### src/design/mpq_pkg.sv
// mpq_pkg: shared sizes, codes, entry and cell control types for the priority queue
// no dependencies
package mpq_pkg;

    localparam int DEPTH      = 16;
    localparam int PRIO_WIDTH = 16;
    localparam int IDX_W      = $clog2(DEPTH);
    localparam int CNT_W      = $clog2(DEPTH + 1);

    localparam logic [1:0] KIND_INSERT = 2'd0;
    localparam logic [1:0] KIND_REMOVE = 2'd1;
    localparam logic [1:0] KIND_CLEAR  = 2'd2;

    localparam logic [1:0] ST_DONE    = 2'd0;
    localparam logic [1:0] ST_REMOVED = 2'd1;
    localparam logic [1:0] ST_EMPTY   = 2'd2;
    localparam logic [1:0] ST_FULL    = 2'd3;

    typedef struct packed {
        logic [31:0]                  value;
        logic signed [PRIO_WIDTH-1:0] prio;
    } entry_t;

    typedef struct packed {
        logic take_next;
        logic take_new;
    } cell_ctrl_t;

endpackage

### src/design/mpq_cell.sv
// mpq_cell: one storage slot of the queue row
// takes the right-hand neighbour's entry or a new entry; uses mpq_pkg
module mpq_cell (
    input  logic               clk,
    input  mpq_pkg::cell_ctrl_t ctrl,
    input  mpq_pkg::entry_t    next_entry,
    input  mpq_pkg::entry_t    new_entry,
    output mpq_pkg::entry_t    entry
);

    mpq_pkg::entry_t entry_reg;

    always_ff @(posedge clk)
    begin
        if (ctrl.take_new)
        begin
            entry_reg <= new_entry;
        end
        else if (ctrl.take_next)
        begin
            entry_reg <= next_entry;
        end
    end

    assign entry = entry_reg;

endmodule

### src/design/min_priority_queue.sv
// min_priority_queue: top level, a ring of mpq_cell slots with a minimum tracker at the head
// uses mpq_pkg and mpq_cell
//
// Holds up to DEPTH (value, priority) entries in arrival order. A transaction is taken when
// start is high and busy is low; its single result is registered and shown for exactly one
// cycle with done high, and the receiver cannot stall it. Insert, clear, an unused kind and a
// remove on an empty queue finish at once: the result follows in the next cycle and a new
// transaction may be taken in every cycle. A remove on a non-empty queue rotates the ring of
// slots once past the comparator at its head (S_SCAN), then closes the gap (S_COMPACT): busy
// is high through both states, and the registered done follows S_COMPACT.
module min_priority_queue (
    input  logic        clk,
    input  logic        rst_n,
    input  logic        start,
    output logic        busy,
    input  logic [1:0]  kind,
    input  logic signed [31:0] value,
    input  logic signed [15:0] priority_req,
    output logic        done,
    output logic [1:0]  status,
    output logic signed [31:0] out_value,
    output logic signed [15:0] out_priority,
    output logic [4:0]  occupancy
);

    localparam logic [1:0] S_IDLE    = 2'd0;
    localparam logic [1:0] S_SCAN    = 2'd1;
    localparam logic [1:0] S_COMPACT = 2'd2;

    logic [1:0]                 state_reg, state_next;
    logic [mpq_pkg::CNT_W-1:0]  count_reg, count_next;
    logic [mpq_pkg::IDX_W-1:0]  scan_idx_reg, scan_idx_next;
    logic [mpq_pkg::IDX_W-1:0]  best_idx_reg, best_idx_next;
    mpq_pkg::entry_t            best_reg, best_next;
    logic                       done_reg, done_next;
    logic [1:0]                 status_reg, status_next;
    logic [31:0]                out_value_reg, out_value_next;
    logic [15:0]                out_priority_reg, out_priority_next;

    logic                       accept;
    logic                       load;
    logic                       rotate;
    logic                       compact;
    mpq_pkg::entry_t            new_entry;
    mpq_pkg::entry_t            cell_entry [mpq_pkg::DEPTH];
    mpq_pkg::cell_ctrl_t        cell_ctrl  [mpq_pkg::DEPTH];

    assign accept = start && !busy;
    assign busy   = (state_reg != S_IDLE);

    assign new_entry.value = value;
    assign new_entry.prio  = mpq_pkg::PRIO_WIDTH'(priority_req);

    assign load    = accept && (kind == mpq_pkg::KIND_INSERT)
                     && (count_reg != mpq_pkg::CNT_W'(mpq_pkg::DEPTH));
    assign rotate  = (state_reg == S_SCAN);
    assign compact = (state_reg == S_COMPACT);

    // ring of slots, each taking from its right-hand neighbour
    for (genvar i = 0; i < mpq_pkg::DEPTH; i++)
    begin : g_cell
        assign cell_ctrl[i].take_next = rotate
            || (compact && (mpq_pkg::IDX_W'(i) >= best_idx_reg));
        assign cell_ctrl[i].take_new  = load && (mpq_pkg::CNT_W'(i) == count_reg);

        mpq_cell u_cell (
            .clk        (clk),
            .ctrl       (cell_ctrl[i]),
            .next_entry (cell_entry[(i + 1) % mpq_pkg::DEPTH]),
            .new_entry  (new_entry),
            .entry      (cell_entry[i])
        );
    end

    always_comb
    begin
        state_next        = state_reg;
        count_next        = count_reg;
        scan_idx_next     = scan_idx_reg;
        best_idx_next     = best_idx_reg;
        best_next         = best_reg;
        done_next         = 1'b0;
        status_next       = status_reg;
        out_value_next    = out_value_reg;
        out_priority_next = out_priority_reg;

        unique case (state_reg)
            S_IDLE:
            begin
                if (accept)
                begin
                    status_next       = mpq_pkg::ST_DONE;
                    out_value_next    = '0;
                    out_priority_next = '0;
                    done_next         = 1'b1;
                    case (kind)
                        mpq_pkg::KIND_INSERT:
                        begin
                            if (load)
                            begin
                                count_next = count_reg + 1'b1;
                            end
                            else
                            begin
                                status_next = mpq_pkg::ST_FULL;
                            end
                        end
                        mpq_pkg::KIND_REMOVE:
                        begin
                            if (count_reg == '0)
                            begin
                                status_next = mpq_pkg::ST_EMPTY;
                            end
                            else
                            begin
                                done_next     = 1'b0;
                                scan_idx_next = '0;
                                state_next    = S_SCAN;
                            end
                        end
                        mpq_pkg::KIND_CLEAR:
                        begin
                            count_next = '0;
                        end
                        default:
                        begin
                            count_next = count_reg;
                        end
                    endcase
                end
            end
            S_SCAN:
            begin
                // head slot holds entry scan_idx; strict less keeps the earliest on ties
                if (scan_idx_reg == '0)
                begin
                    best_next     = cell_entry[0];
                    best_idx_next = '0;
                end
                else if ((mpq_pkg::CNT_W'(scan_idx_reg) < count_reg)
                         && (cell_entry[0].prio < best_reg.prio))
                begin
                    best_next     = cell_entry[0];
                    best_idx_next = scan_idx_reg;
                end
                scan_idx_next = scan_idx_reg + 1'b1;
                if (scan_idx_reg == mpq_pkg::IDX_W'(mpq_pkg::DEPTH - 1))
                begin
                    state_next = S_COMPACT;
                end
            end
            S_COMPACT:
            begin
                count_next        = count_reg - 1'b1;
                status_next       = mpq_pkg::ST_REMOVED;
                out_value_next    = best_reg.value;
                out_priority_next = 16'(best_reg.prio);
                done_next         = 1'b1;
                state_next        = S_IDLE;
            end
            default:
            begin
                state_next = S_IDLE;
            end
        endcase
    end

    always_ff @(posedge clk or negedge rst_n)
    begin
        if (!rst_n)
        begin
            state_reg <= S_IDLE;
            count_reg <= '0;
            done_reg  <= 1'b0;
        end
        else
        begin
            state_reg <= state_next;
            count_reg <= count_next;
            done_reg  <= done_next;
        end
    end

    always_ff @(posedge clk)
    begin
        scan_idx_reg     <= scan_idx_next;
        best_idx_reg     <= best_idx_next;
        best_reg         <= best_next;
        status_reg       <= status_next;
        out_value_reg    <= out_value_next;
        out_priority_reg <= out_priority_next;
    end

    assign done         = done_reg;
    assign status       = status_reg;
    assign out_value    = out_value_reg;
    assign out_priority = out_priority_reg;
    assign occupancy    = 5'(count_reg);

    // checks
    a_done_idle: assert property (@(posedge clk) disable iff (!rst_n)
        done |-> !busy)
        else $error("result strobe while a transaction is still in progress");

    a_count_bound: assert property (@(posedge clk) disable iff (!rst_n)
        count_reg <= mpq_pkg::CNT_W'(mpq_pkg::DEPTH))
        else $error("entry count beyond depth");

    a_remove_busy: assert property (@(posedge clk) disable iff (!rst_n)
        (accept && (kind == mpq_pkg::KIND_REMOVE) && (count_reg != '0)) |=> busy)
        else $error("remove on a non-empty queue did not start a scan");

    a_quick_done: assert property (@(posedge clk) disable iff (!rst_n)
        (accept && (kind != mpq_pkg::KIND_REMOVE)) |=> (done && !busy))
        else $error("single-cycle transaction gave no result");

    a_removed_count: assert property (@(posedge clk) disable iff (!rst_n)
        (done && (status == mpq_pkg::ST_REMOVED)) |-> (count_reg == $past(count_reg) - 1'b1))
        else $error("remove did not lower the count by one");

endmodule
### config.mk
export PLATFORM = sky130hd
export DESIGN_NAME = min_priority_queue
export DESIGN_NICKNAME = d
export VERILOG_FILES = /design/src/design/mpq_pkg.sv /design/src/design/mpq_cell.sv /design/src/design/min_priority_queue.sv
export SDC_FILE = /design/constraint.sdc
export NUM_CORES = 1
export LEC_CHECK = 0
export ABC_AREA = 1
export BUFFER_PORTS_ARGS = -buffer_cell sky130_fd_sc_hd__clkbuf_2
export CAP_MARGIN = 20
export CORE_MARGIN = 1
export CORE_UTILIZATION = 30
export CTS_CLUSTER_DIAMETER = 100
export DETAILED_ROUTE_END_ITERATION = 6
export PLACE_DENSITY_LB_ADDON = 0.12
export SLEW_MARGIN = 20
export SYNTH_ARGS = -nofsm -noshare
export SYNTH_HDL_FRONTEND = slang
export SYNTH_HIERARCHICAL = 1
export SYNTH_SLANG_ARGS = --single-unit
### constraint.sdc
create_clock -name clk -period 8.6 [get_ports clk]
set_input_delay 0.86 -clock clk [delete_from_list [all_inputs] [get_ports clk]]
set_output_delay 0.86 -clock clk [all_outputs]
set_load 0.01 [all_outputs]
Yosys cells after proc, flatten, opt, wreduce, memory -nomap -nowiden. Index checks and enable logic that the tools add are counted.

Flip-flop bits (word level): 882. Bits of input ports: 53. Output and inout port bits: 57. Word-level logic and storage cells: 233.

Add/subtract/negate cells: 3. Magnitude comparators: 18. Eq/ne operators: 27. Multiplexer cells: 61. Reduce and logical (&&, ||, !) cells: 82.

Operators with widths (number): $mux 48 (34); $pmux 32 s2 (1); $eq 4x5->1 const A (8); $reduce_bool 2->1 (20); $logic_and 1x1->1 (36); $ge 4x4->1 const A (8); $mux 32 (1); $pmux 16 s2 (1); $eq 3x5->1 const A (4); $pmux 5 s2 (2); $ge 3x4->1 const A (4); $logic_or 1x1->1 (16); $lt 16x16->1 (1); $mux 16 (1); $mux 4 (4); $mux 2 (7); $pmux 2 s2 (3); $reduce_and 4->1 (3); $eq 2x5->1 const A (2); $mux 5 (2); $ge 1x4->1 const A (2); $ge 2x4->1 const A (2); $pmux 4 s2 (1); $add 5x1->5 const B (1); other kinds (19) (27).

Logic depth before layout (Yosys ltp).
Word-level depth: 9. Mapped depth: 14. Gate-level depth less buffers: 13.

Cells and area by module. Netlist, hierarchy kept.

Modules (own cells, without submodules): mpq_cell (instances 16, cells an instance 205, area each 2074.5 µm²); min_priority_queue (instances 1, cells an instance 462, area each 5097.4 µm²).

Worst setup path after synthesis. Ideal clock, no wire load.

Kind: register -> register. Start point: reg count_reg (netlist bit occupancy[1]). End point: reg best_idx_reg[0] (netlist name), enable pin. Setup time: 0.479 ns. Data arrival time: 3.923 ns. Setup slack: 4.198 ns. Stages on the path, launching flop included: 10. Buffers on the path: 0. Clock period less this slack: 4.402 ns. Cells stage by stage: dfrtp_1 > inv_1 > ha_1 > inv_1 > a21oi_1 > o21ai_0 > a21oi_1 > o21ai_0 > nand3_1 > a21oi_1.

Word-level cells in the longest chain between the ends: 4.

Ends and longest elaborated chain: start: declaration (line min_priority_queue.sv:31) `logic [mpq_pkg::CNT_W-1:0] count_reg, count_next;`; start signal: assignment (line min_priority_queue.sv:179) `count_reg <= count_next;`; $lt 4x5->1 (line min_priority_queue.sv:140) `else if ((mpq_pkg::CNT_W'(scan_idx_reg) < count_reg)`; $logic_and 1x1->1 (line min_priority_queue.sv:141) `&& (cell_entry[0].prio < best_reg.prio))`; $reduce_bool 2->1 (no source line); $reduce_and 2->1 (no source line); end signal: assignment (line min_priority_queue.sv:187) `best_idx_reg <= best_idx_next;`; end: declaration (line min_priority_queue.sv:33) `logic [mpq_pkg::IDX_W-1:0] best_idx_reg, best_idx_next;`.

Every way passes these cells. A chain may end at the register's enable or synchronous reset.

==> run metrics <==
outcome completed; RR Endpoint g_cell[13].u_cell/entry[45]; initial antenna violation count 1; worst skew pair latency slightly below 0.7 ns; r2r worst-path depth 11; CTS root buf clkbuf_16; first-pass GRT wire length between 150000 and 200000 µm; CP arrival between 4 and 5 ns; die area ~130000 µm²; CTS Buf Count approximately 100; CTS resizes 0; first-pass iteration count of the detailed router 5; required time worst endpoint ~9 ns; RR Startpoint occupancy[0]; syn_nets 3824; cell taking the most area after synthesis edfxtp_1; vias per inst 4.57; # rows between 100 and 150; Fmax achieved roughly 240 MHz; CP peak stage delay around 0.80 ns; Initial Util 0.304; CP Max Fanout 48; leak pwr between 0.015 and 0.02 µW; share of the synthesized area in the top cell type 0.685; Seq. cell area 26400 µm²; largest cells by area after synthesis edfxtp_1 (69%), nand2_1 (24%), buf_6 (1.9%), buf_2 (1.3%), inv_1 (0.99%); routability cong. between 0.7 and 0.8; GRT Util Overall 0.176; TritonCTS clock tree done; Multi-input gate area 10200 µm²; Hold WC Path Type in2async; core area about 130000 µm²; layout cells sized above 1 0.0964; Synth Register Bits between 800 and 900; vias in the first global route around 25000; power density over the cells a little under 400 nW/µm²; Routed Wire Length between 100000 and 150000 µm; Routed WL per cell approximately 20 µm; # DRC 0; IO Port Bufs roughly 110; startpoint types flip-flop; Routed Antenna Nets 0; number of flip-flops in the largest register roughly 770; reg-to-reg slack, setup 4.38 ns; Syn Inst Count ~3700; DIE HEIGHT approximately 360 µm; grt total ovfl 0; overall power between 15000 and 20000 µW; # nets final between 3000 and 4000; largest net degree at the start of global routing 57; fin crit period 4.22 ns; Top delay family on crit path simple AND/OR/NAND/NOR gates; Ys Warns 6; Die X 359 µm; # clock sinks 882; final period utilization 0.490; IO Count 110; most frequent CP cell nand2_1; final hold violations 0; kind of critical path reg2reg; setup violation total in the final timing report 0; cells along the critical path inv_1, ha_1, nand3_2, nand3_2, nor2_1, nand2_1, nor2_4, buf_4, clkinv_2, nand2_1, nand2_1; IR Drop Worst-Case VDD around 0.36 mV; DR vias roughly 25000; clock buffer depth 3; Post-DP HPWL ~66000 µm; CTS H-Tree Depth 3; relative slew slack 0.270; Mapped Avg Cell Area around 10 µm²; Max Cap Violations 0; mapped cell area ~38000 µm²; drt initial violations ~2000; Synth-to-Final Area Change 13.4%; Post-CTS Setup Bufs 0; cts-stage hold buffer count 0; Slew @ Worst Pin around 1.1 ns; Synth cell types 29; FILL cells roughly 13000; crit path buf inv count 3; register area share after synthesis 0.691; Clock Pin Slew Worst Setup and Hold Paths about 0.06 ns; n_diodes 0; CP Capture Type flip-flop; clk_skew 0.0334 ns; RSZ-0062 raised after global routing no; slowest CP cell clkinv_2; TNS Setup 0 ns; Slew Limit Fails 0
[worst max path at each step]
stage / from / to / slack (ns) / cells past startpoint
4_1_cts: occupancy[0] / g_cell[0].u_cell/entry[32] / 4.52 / 9
6_report: occupancy[0] / g_cell[13].u_cell/entry[45] / 4.38 / 11
2_1_floorplan: occupancy[1] / best_idx_reg[0] / 4.20 / 9
3_5_place_dp: start / g_cell[13].u_cell/entry[16] / 4.39 / 10
3_3_place_gp: start / g_cell[13].u_cell/entry[17] / 4.42 / 10
5_1_grt: occupancy[0] / g_cell[13].u_cell/entry[18] / 3.99 / 11
[layout by cell type (no fill, tap or decap), types with 16 or more instances in the layout]
cell type / synthesis / layout
clkinv_2: 0 / 26
edfxtp_1: 874 / 874
clkbuf_2: 0 / 109
nor2_1: 37 / 21
nor2_4: 1 / 17
clkbuf_16: 0 / 104
or2_2: 0 / 16
ha_1: 29 / 28
clkbuf_1: 9 / 20
a21oi_1: 17 / 16
inv_1: 101 / 101
nand2_1: 2403 / 2402
clkinv_1: 1 / 20
o21ai_0: 17 / 17
buf_4: 16 / 53
[per-stage QoR]
step	setup slack, ns	utilization	cell area [µm²]	std cells	hold slack [ns]
final	4.38	0.344	43400	5559	0.0646
after global routing	3.99	0.344	43400	5559	0.0355
after CTS	4.52	0.344	43400	5558	0.0228
after detailed placement	4.39	0.318	40100	5370	0.441
after global placement	4.42	0.318	40100	5368	0.434
after floorplan	4.20	-	38300	3742	0.427
[layout make-up]
class,instances,area share
multi-input combinational,2555,0.234
sequential,882,0.609
tap,1650,0.0476
timing repair buffer,165,0.0231
clock inverter,62,0.0130
inverter,119,0.0104
clock buffer,126,0.0623
[cells by family (layout without fill, tap and decap cells)]
family          count (synthesis)  count (layout)  share of synthesized area
simple gates                 2478            2478                      0.246
flops                         882             882                      0.691
buf+inv                       305             472                     0.0472
compound gates                 48              48                    0.00709
fa+ha+maj                      29              29                    0.00948
[Yosys cell counts]
| master | n |
|---|---|
| ha_1 | 29 |
| inv_1 | 101 |
| o211ai_1 | 3 |
| a21oi_1 | 17 |
| buf_6 | 64 |
| a31oi_1 | 2 |
| inv_2 | 17 |
| nand3_2 | 3 |
| nor2_2 | 3 |
| dfrtp_1 | 8 |
| o21ai_2 | 2 |
| nor4_1 | 1 |
| nand3_1 | 9 |
| nand2_2 | 1 |
| or2_1 | 16 |
| clkbuf_1 | 9 |
| o31ai_1 | 5 |
| buf_4 | 16 |
| nand2_4 | 1 |
| clkinv_1 | 1 |
| nor3_1 | 3 |
| buf_2 | 97 |
| nand2_1 | 2403 |
| nor2_1 | 37 |
| o22ai_1 | 1 |
| o21ai_1 | 1 |
| o21ai_0 | 17 |
| nor2_4 | 1 |
| edfxtp_1 | 874 |
[power by group]
part	switching (µW)	leakage [µW]	internal [µW]
clock network	1810	0.00160	2500
logic	2900	0.00853	974
registers	742	0.00843	8010
[worst reg2reg max path, stage by stage, from the launching register on]
cell and delay, ns:
dfrtp_1 0.47, inv_1 0.20, ha_1 0.28, nand3_2 0.09
nand3_2 0.12, nor2_1 0.19, nand2_1 0.27, nor2_4 0.61
buf_4 0.50, clkinv_2 0.84, nand2_1 0.33, nand2_1 0.08
[per-layer routing]
layer  routed length, µm  vias to the layer above  GRT usage
li1                    -                    12200          -
met3                4780                      144     0.0233
met5                   0                        -          0
met4                2360                        0     0.0417
met1               52900                    12600      0.242
met2               53500                      514      0.291
No activity file was read; power rests on OpenSTA's default activity.
